<file path="src/rtl/running_variance_stddev_macros.svh">
// Assertion macros shared by the running variance block
`ifndef RUNNING_VARIANCE_STDDEV_MACROS_SVH
`define RUNNING_VARIANCE_STDDEV_MACROS_SVH
// assert that a implies b on the same edge
`define RVS_ASSERT_IMP(label, clk, rstn, a, b) \
  label: assert property (@(posedge clk) disable iff (!rstn) (a) |-> (b)) \
    else $error("rvs: %s", "label");
// assert that a implies b on the next edge
`define RVS_ASSERT_NEXT(label, clk, rstn, a, b) \
  label: assert property (@(posedge clk) disable iff (!rstn) (a) |=> (b)) \
    else $error("rvs: %s", "label");
`endif

</file>
<file path="src/rtl/rvs_pkg.sv">
// Types and constants of the running variance block
`default_nettype none
package rvs_pkg;
  typedef enum logic [1:0] {
    KS_NONE = 2'd0, KS_FAILED = 2'd1, KS_DUR = 2'd2, KS_NUM = 2'd3
  } kind_e;

  localparam logic [2:0] VK_NULL_ARRAY = 3'd0;
  localparam logic [2:0] VK_NUMBER     = 3'd1;
  localparam logic [2:0] VK_NUM_NULL   = 3'd2;
  localparam logic [2:0] VK_DURATION   = 3'd3;

  // work item from the front end to the arithmetic back end
  typedef struct packed {
    logic        acc;      // accumulate the sample
    logic        clear;    // zero the accumulators
    logic        is_valid; // form a result value
    logic        is_dur;
    logic        failed;
    logic        mode;
    logic [31:0] count;    // reported count
    logic [47:0] divisor;  // new count
    logic signed [23:0] sample;
  } job_t;
endpackage
`default_nettype wire

</file>
<file path="src/rtl/rvs_front.sv">
// Front end: classify items, track kind and count, emit jobs
`default_nettype none
module rvs_front
  import rvs_pkg::*;
#(
  parameter int SAMPLE_WIDTH = 24,
  parameter int COUNT_WIDTH  = 32
) (
  input  wire logic        clk_i,
  input  wire logic        rst_ni,
  input  wire logic        mode_i,
  input  wire logic        push,
  output logic             full,
  input  wire logic        clear_i,
  input  wire logic [2:0]  value_kind_i,
  input  wire logic signed [23:0] sample_i,
  output logic             job_valid_o,
  input  wire logic        job_ready_i,
  output job_t             job_o
);
  localparam logic [COUNT_WIDTH-1:0] CountMax = '1;

  kind_e kind_q, kind_d;
  logic [COUNT_WIDTH-1:0] cnt_q, cnt_d;
  logic acc;
  logic signed [23:0] sx;

  assign full = job_valid_o && !job_ready_i;
  assign sx = 24'(signed'(sample_i[SAMPLE_WIDTH-1:0]));

  always_comb begin
    kind_d = kind_q;
    cnt_d  = cnt_q;
    acc    = 1'b0;
    if (clear_i) begin
      kind_d = KS_NONE;
      cnt_d  = '0;
    end else if (kind_q != KS_FAILED) begin
      case (value_kind_i)
        VK_NULL_ARRAY: ;
        VK_NUMBER, VK_NUM_NULL: begin
          if (kind_q != KS_NUM && kind_q != KS_NONE) kind_d = KS_FAILED;
          else begin
            kind_d = KS_NUM;
            acc = (value_kind_i == VK_NUMBER);
          end
        end
        VK_DURATION: begin
          if ((kind_q != KS_DUR && kind_q != KS_NONE) || mode_i) kind_d = KS_FAILED;
          else begin
            kind_d = KS_DUR;
            acc = 1'b1;
          end
        end
        default: kind_d = KS_FAILED;
      endcase
      if (acc && cnt_q != CountMax) cnt_d = cnt_q + 1'b1;
    end
  end

  always_ff @(posedge clk_i or negedge rst_ni) begin
    if (!rst_ni) begin
      kind_q <= KS_NONE;
      cnt_q <= '0;
      job_valid_o <= 1'b0;
    end else begin
      if (push && !full) begin
        kind_q <= kind_d;
        cnt_q <= cnt_d;
        job_valid_o <= 1'b1;
      end else if (job_ready_i) begin
        job_valid_o <= 1'b0;
      end
    end
  end

  always_ff @(posedge clk_i) begin
    if (push && !full) begin
      job_o.acc      <= acc;
      job_o.clear    <= clear_i;
      job_o.is_valid <= (cnt_d != '0) && (kind_d == KS_NUM || kind_d == KS_DUR);
      job_o.is_dur   <= kind_d == KS_DUR;
      job_o.failed   <= kind_d == KS_FAILED;
      job_o.mode     <= mode_i;
      job_o.count    <= (COUNT_WIDTH > 32 && (cnt_d >> 32) != '0) ? '1 : 32'(cnt_d);
      job_o.divisor  <= 48'(cnt_d);
      job_o.sample   <= sx;
    end
  end
endmodule
`default_nettype wire

</file>
<file path="config.mk">
export PLATFORM = sky130hd
export DESIGN_NAME = rvs_front
export DESIGN_NICKNAME = d
export VERILOG_FILES = /design/src/rtl/running_variance_stddev_macros.svh /design/src/rtl/rvs_pkg.sv /design/src/rtl/rvs_front.sv
export SDC_FILE = /design/constraint.sdc
export NUM_CORES = 1
export LEC_CHECK = 0
export ABC_AREA = 1
export BUFFER_PORTS_ARGS = -buffer_cell sky130_fd_sc_hd__buf_4
export CAP_MARGIN = 20
export CORE_MARGIN = 2
export CORE_UTILIZATION = 50
export CTS_CLUSTER_SIZE = 16
export DETAILED_ROUTE_END_ITERATION = 6
export MAX_ROUTING_LAYER = met4
export PLACE_DENSITY = 0.76
export SETUP_SLACK_MARGIN = 0.02
export SLEW_MARGIN = 0
export SYNTH_ARGS = -nofsm -noshare
export SYNTH_HDL_FRONTEND = slang
export SYNTH_SLANG_ARGS = --single-unit
</file>
<file path="constraint.sdc">
create_clock -name clk_i -period 5.9 [get_ports clk_i]
set_input_delay 0.295 -clock clk_i [delete_from_list [all_inputs] [get_ports clk_i]]
set_output_delay 0.295 -clock clk_i [all_outputs]
set_load 0.005 [all_outputs]
</file>
==> results.json, run 1 <==
{
  "layout.cells.non_filler": 885,
  "max-clock-path-buffers": 2,
  "die_x_um": 108.9,
  "setup_repair_after_global_routing_missed_its_margin": "false",
  "holdCritPathClass": "primary input to flip-flop",
  "first_global_vias": 3997,
  "max_freq_mhz": 353.0,
  "core_area_um2": 10790,
  "criticalPathCategory": "flip-flop to flip-flop",
  "number_of_antenna_violations_at_the_first_check_in_global_routing": 0,
  "report.final.hold_viol_count": 0,
  "ctsRootBufferMaster": "sky130_fd_sc_hd__clkbuf_8",
  "timing.final.max_slew_violations": 0,
  "worst_hold_startpoint": "sample_i[5]",
  "report.final.setup_viol": 0,
  "tritoncts": "yes",
  "number_of_instances_resized_during_post_cts_repair": 0,
  "cts.reportedPaths.clkPinSlew_ns": 0.09,
  "h-tree-depth": 3,
  "crit_start": "kind_q[1]",
  "post-cts-setup-buffer-count": 0,
  "grt_max_degree": 66,
  "synthesis.area_um2": 5505,
  "detailedRoute.firstPassIterationCount": 5,
  "post_synth.cell_area_avg_um2": 8.496,
  "initial_core_util_pct": 51.01,
  "fp.dieH_um": 108.9,
  "fin_total_pwr_w": 0.001409,
  "detail-route-antenna-nets": 0,
  "static-leakage-power_nw": 3.142,
  "global_route.overflow_total": 0,
  "netlist.area_leader.share_pct": 33.82,
  "synth_warnings": 0,
  "yosysTopAreaCell": "sky130_fd_sc_hd__edfxtp_1",
  "track_usage_pct": 22.06,
  "status": "finished, final reports clean",
  "startpoint_type": "flip-flop",
  "yosys-top-cells-area": "sky130_fd_sc_hd__edfxtp_1 (34%), sky130_fd_sc_hd__dfrtp_1 (16%), sky130_fd_sc_hd__nand2_1 (11%)",
  "regToRegStartpoint": "kind_q[1]",
  "clock_skew_ns": 0.006818,
  "worstPathRequired_ns": 6.01,
  "vdd_ir_drop_max_uv": 146.3,
  "detailed_router_s_first_iteration_violation_count": 230,
  "finalWorstPathRequiredPeriod_ns": 2.833,
  "synth_most_common_cell": "sky130_fd_sc_hd__nand2_1",
  "maxSlewHeadroom_pct": 39.42,
  "dp.final_hpwl_um": 8988,
  "drive_gt1_share_pct": 25.91,
  "antenna_cells": 0,
  "vias_per_cell": 4.990,
  "port_buffers": 128,
  "clk_latency_ns": 0.37,
  "fin_setup_tns_ns": 0,
  "cellPowerDensity_nw_per_um2": 217.4,
  "layout.filler_cells": 930,
  "worstMarginPinSlew_ns": 0.9077,
  "gp_routability_congestion": 1.011,
  "fin_nets": 777,
  "sequential_to_total_area_share_from_yosys_stat_pct": 49.73,
  "asr_flop_ratio_synth_pct": 36.08,
  "dieArea_um2": 11870,
  "detailroute.via_count": 4416,
  "post-route-drc-count": 0,
  "synth-seq-cells": 97,
  "area_delta_synth_final_pct": 17.70,
  "grt_first_pass_wirelength_um": 19470,
  "routed_wire_per_std_cell_um": 13.83,
  "list_of_most_frequent_post_synthesis_cells": "sky130_fd_sc_hd__nand2_1 (154), sky130_fd_sc_hd__inv_1 (91), sky130_fd_sc_hd__nor2_1 (63)",
  "crit_fanout": 15,
  "data_arrival_time_at_the_worst_slack_endpoint_ns": 2.94,
  "drv.max_cap_violation_count": 0,
  "hold_slack_ns": 0.09244,
  "worstSetupEndpointType": "flip-flop",
  "number_of_sinks_on_the_clock_net": 97,
  "synthCells": 648,
  "top_level_ports": 145,
  "number_of_flops_mapped_to_enable_cells_by_yosys": 62,
  "dp_cells": 868,
  "synth-main-ff-cell": "sky130_fd_sc_hd__edfxtp_1",
  "numCtsBuffers": 9,
  "floorplan.rows": 38,
  "totalWireLength_um": 12240,
  "synth.distinct_cells": 30,
  "layout_worst_path_cycle_share_pct": 48.02
}
==> layout make-up <==
class                           count  area (µm²)  area share [%]
Inverter                           95       356.6           5.503
Tap cell                          140       175.2           2.703
Clock inverter                      6       90.09           1.390
Multi-Input combinational cell    405        1999           30.86
Sequential cell                    97        2738           42.25
Timing Repair Buffer              132       993.5           15.33
Clock buffer                       10       127.6           1.969
==> per-layer routing <==
metal  part of all wire (%)  track usage (%)  vias up
li1                       -                -     2189
met4                    2.0            9.158        0
met2                     47            35.14      176
met5                      0                -        -
met3                    7.0            4.423       20
met1                     44            27.54     2031
==> metrics by stage <==
step	cell area, µm²	util [%]	setup slack [ns]
2_1_floorplan	5562	-	1.690
3_3_place_gp	6252	57.93	3.183
3_5_place_dp	6252	57.93	3.109
4_1_cts	6480	60.04	3.082
5_1_grt	6480	60.04	2.812
6_report	6480	60.04	3.067
==> timing repair <==
action                                  4_1_cts  5_1_grt
endpoints found under the hold margin        35        0
endpoints found under the setup margin        0        0
hold buffers                                  1        0
==> worst max-delay path, cell delays in order (launching register included) <==
cell,delay [ns]
sky130_fd_sc_hd__dfrtp_1,0.42
sky130_fd_sc_hd__inv_1,0.13
sky130_fd_sc_hd__ha_1,0.26
sky130_fd_sc_hd__inv_1,0.06
sky130_fd_sc_hd__nand4_1,0.15
sky130_fd_sc_hd__a21oi_2,0.71
sky130_fd_sc_hd__nand4_1,0.20
sky130_fd_sc_hd__nand3_2,0.14
sky130_fd_sc_hd__nand2_1,0.07
sky130_fd_sc_hd__nor2_1,0.15
sky130_fd_sc_hd__nand2_1,0.12
sky130_fd_sc_hd__nor2_1,0.10
sky130_fd_sc_hd__a21oi_1,0.06
==> state kept, by name (all words and copies together) (netlist names) <==
register / count
job_o: 62
cnt_q: 32
kind_q: 2
job_valid_o: 1
==> logic make-up after synthesis <==
| group | synth area share, % |
|---|---|
| AOI/OAI and AO/OA | 4.568 |
| other | 0.06812 |
| buffers and inverters | 15.11 |
| adders and majority gates | 0.9091 |
| DFF | 49.73 |
| and+or+nand+nor | 29.61 |
==> worst paths after layout <==
check | end | slack (ns) | cells after the start
max | job_o[107] | 3.07 | 12
min | job_o[5] | 0.09 | 1
max reg2reg | job_o[107] | 3.07 | 12
min reg2reg | job_valid_o | 0.51 | 2
max in group asynchronous | cnt_q[24] | 5.13 | 2
min in group asynchronous | cnt_q[6] | 0.42 | 2
==> cell usage in the layout (no fill, tap or decap), drive strengths merged <==
cell type | netlist | final
a21oi | 5 | 5
and2 | 1 | 1
buf | 59 | 131
bufinv | 0 | 2
clkbuf | 7 | 10
clkinv | 0 | 2
conb | 1 | 16
dfrtp | 35 | 35
dlygate4sd3 | 0 | 1
edfxtp | 62 | 62
ha | 4 | 4
inv | 95 | 97
nand2 | 165 | 165
nand3 | 74 | 74
nand3b | 2 | 2
nand4 | 14 | 14
nor2 | 75 | 75
nor3 | 6 | 6
nor4 | 1 | 1
o21ai | 37 | 37
o21bai | 4 | 4
o31ai | 1 | 1
==> where the power goes <==
part           leakage (nW)  internal, W  switching [W]  total, W
logic                  1.95    0.0000700      0.0000952  0.000165
registers              1.09     0.000755      0.0000129  0.000768
clock network         0.109     0.000241       0.000235  0.000476
Power figures use the tool's default switching activity.
==> inputs of run 2 (changes only) <==
ABC_AREA = 0   (was 1)
CORE_UTILIZATION = 47   (was 50)
clock period = 2.3 ns   (was 5.9 ns; I/O delays follow)
==> results.json, run 2 <==
{
  "share_comb_of_total_power_pct": 14.7,
  "first_global_vias": 4482,
  "synthCells": 421,
  "final_critical_path_setup_slack_ns": -1.129,
  "area_delta_synth_final_pct": 61.33,
  "clk_latency_ns": 0.38,
  "report.final.setup_viol": 58,
  "sequential_to_total_area_share_from_yosys_stat_pct": 54.84,
  "clock_skew_ns": 0.009652,
  "detailroute.via_count": 4422,
  "status": "finished with violations",
  "layout_worst_path_cycle_share_pct": 149.1,
  "grt_first_pass_wirelength_um": 22870,
  "p_sw_w": 0.0009031,
  "largest_register_ffs": 62,
  "synth_warnings": 0,
  "final_cell_mix": "sky130_fd_sc_hd__buf_4 (246), sky130_fd_sc_hd__edfxtp_1 (62), sky130_fd_sc_hd__dfrtp_1 (34), sky130_fd_sc_hd__nand2_1 (27), sky130_fd_sc_hd__dlygate4sd3_1 (27)",
  "criticalPathCategory": "flip-flop to flip-flop",
  "swShare_pct": 25.03,
  "synth.distinct_cells": 56,
  "cellPowerDensity_nw_per_um2": 448.1,
  "holdCritPathClass": "primary input to flip-flop",
  "power.sequential.fraction_pct": 54.3,
  "drv.max_cap_violation_count": 0,
  "initial_core_util_pct": 48.36,
  "dp_worst_setup_slack_ns": -1.094,
  "global_route.overflow_total": 0,
  "vdd_ir_drop_max_uv": 244.9,
  "synthesis.area_um2": 4992,
  "synth-seq-cells": 97,
  "final_common_cell": "sky130_fd_sc_hd__buf_4",
  "synth_most_common_cell": "sky130_fd_sc_hd__edfxtp_1",
  "regMostFlops": "job_o",
  "max_freq_mhz": 291.6,
  "max-clock-path-buffers": 2,
  "list_of_most_frequent_post_synthesis_cells": "sky130_fd_sc_hd__edfxtp_1 (62), sky130_fd_sc_hd__buf_4 (49), sky130_fd_sc_hd__dfrtp_1 (35)",
  "yosys-top-cells-area": "sky130_fd_sc_hd__edfxtp_1 (37%), sky130_fd_sc_hd__dfrtp_1 (18%), sky130_fd_sc_hd__buf_4 (7.4%)",
  "number_of_flops_mapped_to_enable_cells_by_yosys": 62,
  "hold_slack_ns": 0.08605,
  "synth-main-ff-cell": "sky130_fd_sc_hd__edfxtp_1",
  "internal-power_w": 0.002706,
  "worstPathRequired_ns": 2.44,
  "layout_top_registers": "job_o: 62 flops, cnt_q: 32 flops, kind_q: 2 flops",
  "post-route-drc-count": 0,
  "port_buffers": 128,
  "startpoint_type": "flip-flop",
  "worstMarginPinSlew_ns": 0.5069,
  "antenna_cells": 0,
  "clockPowerShare_pct": 31.0,
  "routed_wire_per_std_cell_um": 18.43,
  "dieArea_um2": 11460,
  "grt_max_degree": 48,
  "setup_repair_after_global_routing_missed_its_margin": "true",
  "fin_total_pwr_w": 0.003609,
  "timing.final.max_slew_violations": 0,
  "netlist.area_leader.share_pct": 37.29,
  "drive_gt1_share_pct": 59.91,
  "totalWireLength_um": 15150,
  "vias_per_cell": 5.380,
  "layout.cells.non_filler": 822,
  "maxSlewHeadroom_pct": 66.02,
  "number_of_antenna_violations_at_the_first_check_in_global_routing": 0,
  "detail-route-antenna-nets": 0,
  "violations": "negative setup slack",
  "dp.final_hpwl_um": 9740,
  "numCtsBuffers": 9,
  "gp_routability_congestion": 0.9624,
  "h-tree-depth": 3,
  "data_arrival_time_at_the_worst_slack_endpoint_ns": 3.57,
  "asr_flop_ratio_synth_pct": 36.08,
  "die_x_um": 107.1,
  "fin_nets": 718,
  "ctsRootBufferMaster": "sky130_fd_sc_hd__clkbuf_8",
  "cts.reportedPaths.clkPinSlew_ns": 0.10,
  "fp.dieH_um": 107.1,
  "crit_fanout": 6,
  "yosysTopAreaCell": "sky130_fd_sc_hd__edfxtp_1",
  "floorplan.rows": 37,
  "detailedRoute.firstPassIterationCount": 4,
  "static-leakage-power_nw": 3.450,
  "worstSetupEndpointType": "flip-flop",
  "number_of_sinks_on_the_clock_net": 97,
  "detailed_router_s_first_iteration_violation_count": 240,
  "tritoncts": "yes",
  "finalWorstPathRequiredPeriod_ns": 3.429,
  "report.final.hold_viol_count": 0,
  "track_usage_pct": 26.60,
  "dp_cells": 765,
  "post_synth.cell_area_avg_um2": 11.86,
  "top_level_ports": 145,
  "core_area_um2": 10320
}
-- run 2: changes by cell type after synthesis, sizes merged, moves of 9 or more --
cell	before	now
nor2	75	29
mux2	0	30
nor4	1	10
inv	95	7
or4	0	12
o21ai	37	4
xnor2	0	9
o31ai	1	21
a21oi	5	14
nand3	74	17
nand2	165	27
-- run 2: cells by family (layout without fill, tap and decap cells) --
kind of cell               Yosys count  after routing  synth area share (%)
xor gates and xnor gates            10             10                 1.755
buffers and inverters               70            320                 9.173
DFF                                 97             97                 54.84
muxes                               31             31                 6.967
and+or+nand+nor                    156            156                 17.95
other                                1             16               0.07512
adders and majority gates            4              4                 1.003
AOI/OAI and AO/OA                   52             52                 8.246
-- run 2: metal layers --
layer	track usage, %	vias to the layer above	wire, µm
li1	-	2035	-
met1	32.45	2172	6159
met2	44.89	180	7816
met3	3.404	35	755
met4	10.85	0	420
met5	-	-	0
-- run 2: critical path, stage by stage, from the launching register on --
cell and delay, ns:
sky130_fd_sc_hd__dfrtp_1 0.42, sky130_fd_sc_hd__inv_2 0.10, sky130_fd_sc_hd__ha_4 0.20, sky130_fd_sc_hd__or3b_4 0.40, sky130_fd_sc_hd__o32ai_4 0.16, sky130_fd_sc_hd__nand4_4 0.20, sky130_fd_sc_hd__buf_6 0.20, sky130_fd_sc_hd__o31ai_2 0.24
sky130_fd_sc_hd__a21oi_2 0.11, sky130_fd_sc_hd__or4_1 0.49, sky130_fd_sc_hd__or3_1 0.32, sky130_fd_sc_hd__o41a_1 0.36
-- run 2: power by group through the flow --
| stage | Sequential (W) | Combinational [W] | Clock [W] |
|---|---|---|---|
| after detailed placement | 0.00199 | 0.000435 | 0 |
| after CTS | 0.00196 | 0.000501 | 0.00112 |
| after floorplan | 0.00200 | 0.000208 | 0 |
| final | 0.00196 | 0.000531 | 0.00112 |
| after global placement | 0.00199 | 0.000419 | 0 |
| after global routing | 0.00196 | 0.000570 | 0.00121 |
-- run 2: final cells by class --
cell class                 instances  area (µm²)
inverter                           7       27.53
tap                              136       170.2
clock inverter                     7       70.07
clock buffer                       9       123.9
sequential                        97        2739
timing repair buffer             297        2417
fill                             593        2270
multi-input combinational        269        2506
-- run 2: final timing paths --
path	start	end	slack, ns	depth (start not counted)
min reg2reg	cnt_q[17]	cnt_q[17]	0.55	1
max	kind_q[0]	job_o[107]	-1.13	11
max reg2reg	kind_q[0]	job_o[107]	-1.13	11
max in group asynchronous	rst_ni	cnt_q[0]	1.67	2
min in group asynchronous	rst_ni	cnt_q[20]	0.26	2
min	job_ready_i	job_valid_o	0.09	3
-- run 2: repair_timing --
item,CTS,global route
buffers inserted,12,15
endpoints found under the hold margin,61,0
hold buffers,27,0
setup endpoints to repair,60,65
resized for setup,89,51
pin swaps,27,20
-- run 2: metrics by stage --
| step | util [%] | area (µm²) | setup TNS, ns |
|---|---|---|---|
| 4_1_cts | 75.31 | 7775 | -12.53 |
| 6_report | 78.01 | 8054 | -14.46 |
| 3_5_place_dp | 66.00 | 6814 | -11.04 |
| 3_3_place_gp | 66.00 | 6814 | -8.436 |
| 5_1_grt | 78.01 | 8054 | -19.00 |
| 2_1_floorplan | - | 5125 | -1.289 |
==> inputs of run 3 (changes only) <==
CORE_UTILIZATION = 50   (was 47)
PLACE_DENSITY = 0.77   (was 0.76)
clock period = 3.7 ns   (was 2.3 ns; I/O delays follow)
==> results.json, run 3 (synthesis gave the netlist of run 2 again) <==
{
  "cts.reportedPaths.clkPinSlew_ns": 0.10,
  "max_freq_mhz": 274.4,
  "antenna_cells": 0,
  "post-route-drc-count": 0,
  "startpoint_type": "flip-flop",
  "clk_latency_ns": 0.37,
  "hold_slack_ns": 0.04071,
  "data_arrival_time_at_the_worst_slack_endpoint_ns": 3.76,
  "finalInstanceArea_um2": 6516,
  "layout_top_registers": "job_o: 62 flops, cnt_q: 32 flops, kind_q: 2 flops",
  "report.final.hold_viol_count": 0,
  "cp.depth": 11,
  "gp_routability_congestion": 0.8985,
  "regMostFlops": "job_o",
  "timing.critical_path.cells": "inv_2, ha_4, or3b_4, o32ai_4, nand4_4, buf_4, o31ai_1, a21oi_1, or4_1, or3_1, o41a_1",
  "track_usage_pct": 24.93,
  "final_cell_mix": "sky130_fd_sc_hd__buf_4 (158), sky130_fd_sc_hd__edfxtp_1 (62), sky130_fd_sc_hd__dfrtp_1 (35), sky130_fd_sc_hd__mux2_2 (30), sky130_fd_sc_hd__nor2_1 (28)",
  "totalWireLength_um": 13340,
  "first_global_vias": 3769,
  "clock_skew_ns": 0.008152,
  "worstSetupEndpointType": "flip-flop",
  "setup_repair_after_global_routing_missed_its_margin": "true",
  "status": "finished, final reports clean",
  "detailroute.via_count": 3930,
  "min_delay_path_depth": 2,
  "maxSlewHeadroom_pct": 44.80,
  "fin_nets": 606,
  "detailed_router_s_first_iteration_violation_count": 273,
  "layout.filler_cells": 720,
  "crit_buf_inv": 2,
  "detail-route-antenna-nets": 0,
  "holdCritPathClass": "primary input to flip-flop",
  "number_of_antenna_violations_at_the_first_check_in_global_routing": 0,
  "layout_worst_path_cycle_share_pct": 98.50,
  "criticalPathCategory": "flip-flop to flip-flop",
  "worstMarginPinSlew_ns": 0.8071,
  "drv.max_cap_violation_count": 0,
  "global_route.overflow_total": 0,
  "worst_reg2reg_path_length_in_cells": 11,
  "timing.critical_path.max_delay_family": "simple AND/OR/NAND/NOR gates",
  "top_level_ports": 145,
  "dieArea_um2": 10800,
  "port_buffers": 128,
  "floorplan.rows": 36,
  "placedInstanceArea_um2": 5918,
  "max-clock-path-buffers": 2,
  "crit_fanout": 6,
  "ctsRootBufferMaster": "sky130_fd_sc_hd__clkbuf_8",
  "largest_register_ffs": 62,
  "grt_max_degree": 56,
  "core_area_um2": 9729,
  "detailedRoute.firstPassIterationCount": 4,
  "fp.dieH_um": 103.9,
  "fin_setup_tns_ns": 0,
  "static-leakage-power_nw": 2.725,
  "routed_wire_per_std_cell_um": 18.87,
  "area_delta_synth_final_pct": 30.53,
  "crit_path_max_incr_delay_ns": 0.53,
  "vdd_ir_drop_max_uv": 219.3,
  "final_core_util_pct": 66.98,
  "worstPathRequired_ns": 3.82,
  "numCtsBuffers": 9,
  "grt_first_pass_wirelength_um": 20530,
  "dp.final_hpwl_um": 8384,
  "tritoncts": "yes",
  "final_common_cell": "sky130_fd_sc_hd__buf_4",
  "cellPowerDensity_nw_per_um2": 352.1,
  "cell_with_the_biggest_individual_delay_on_the_critical_path": "sky130_fd_sc_hd__or4_1",
  "report.final.setup_viol": 0,
  "timing.final.max_slew_violations": 0,
  "vias_per_cell": 5.559,
  "die_x_um": 103.9,
  "h-tree-depth": 3,
  "number_of_sinks_on_the_clock_net": 97,
  "finalWorstPathRequiredPeriod_ns": 3.644,
  "initial_core_util_pct": 51.31,
  "drive_gt1_share_pct": 39.55
}
-- run 3: cell types whose count changed in the layout (fill, tap and decap cells not counted), moves of 7 or more --
cell	delta
sky130_fd_sc_hd__a21oi_1	+11
sky130_fd_sc_hd__nor2_1	+7
sky130_fd_sc_hd__xnor2_2	-7
sky130_fd_sc_hd__nor3_1	+8
sky130_fd_sc_hd__xnor2_1	+7
sky130_fd_sc_hd__mux2_2	+15
sky130_fd_sc_hd__or4_1	+10
sky130_fd_sc_hd__buf_6	-20
sky130_fd_sc_hd__or4_4	-10
sky130_fd_sc_hd__o31ai_1	+10
sky130_fd_sc_hd__mux2_4	-15
sky130_fd_sc_hd__buf_4	-88
-- run 3: cell type report --
| cell class | instances | area, µm² | share of cell area, % |
|---|---|---|---|
| Sequential cell | 97 | 2738 | 42.01 |
| Timing Repair Buffer | 185 | 1450 | 22.25 |
| Clock buffer | 11 | 151.4 | 2.323 |
| Clock inverter | 5 | 77.57 | 1.190 |
| Inverter | 7 | 27.53 | 0.4224 |
| Multi-Input combinational cell | 269 | 1906 | 29.24 |
| Tap cell | 133 | 166.4 | 2.554 |
-- run 3: metal layers --
metal	track usage, %	vias up	wire (µm)
li1	-	1811	-
met1	31.08	1905	5634
met2	40.55	186	6534
met3	5.326	28	842
met4	8.784	0	329
met5	-	-	0
-- run 3: power breakdown --
group          leakage, nW  switching (W)  internal (W)
Clock                0.117       0.000369      0.000416
Combinational         1.52       0.000145      0.000145
Sequential            1.09      0.0000213       0.00120
Total                 2.73       0.000536       0.00176
-- run 3: worst paths after layout --
check                          start     endpoint  slack [ns]
max reg2reg                kind_q[1]   job_o[107]        0.06
min reg2reg                cnt_q[15]    cnt_q[15]        0.57
min                             push  job_valid_o        0.04
min in group asynchronous     rst_ni    cnt_q[31]        0.37
max in group asynchronous     rst_ni    cnt_q[24]        2.97
max                        kind_q[1]   job_o[107]        0.06
-- run 3: worst reg2reg max path, cell delays in order, from the launching register on --
cell	delay, ns
sky130_fd_sc_hd__dfrtp_1	0.42
sky130_fd_sc_hd__inv_2	0.12
sky130_fd_sc_hd__ha_4	0.22
sky130_fd_sc_hd__or3b_4	0.39
sky130_fd_sc_hd__o32ai_4	0.21
sky130_fd_sc_hd__nand4_4	0.21
sky130_fd_sc_hd__buf_4	0.21
sky130_fd_sc_hd__o31ai_1	0.19
sky130_fd_sc_hd__a21oi_1	0.14
sky130_fd_sc_hd__or4_1	0.53
sky130_fd_sc_hd__or3_1	0.34
sky130_fd_sc_hd__o41a_1	0.42
-- run 3: repair_timing --
item                       CTS  global route
pin swaps                    1            11
gates resized for setup      0            12
buffers inserted             0             7
hold endpoints to repair    60             0
setup endpoints to repair    1             1
hold buffers                26             0
-- run 3: stage by stage --
| step | cells | setup slack [ns] | power [W] |
|---|---|---|---|
| after global placement | 657 | 0.1557 | 0.001463 |
| final | 707 | 0.05553 | 0.002295 |
| after global routing | 707 | -0.02389 | 0.002371 |
| after floorplan | 436 | 0.1983 | 0.001366 |
| after detailed placement | 657 | 0.02384 | 0.001474 |
| after CTS | 699 | 0.02902 | 0.002264 |
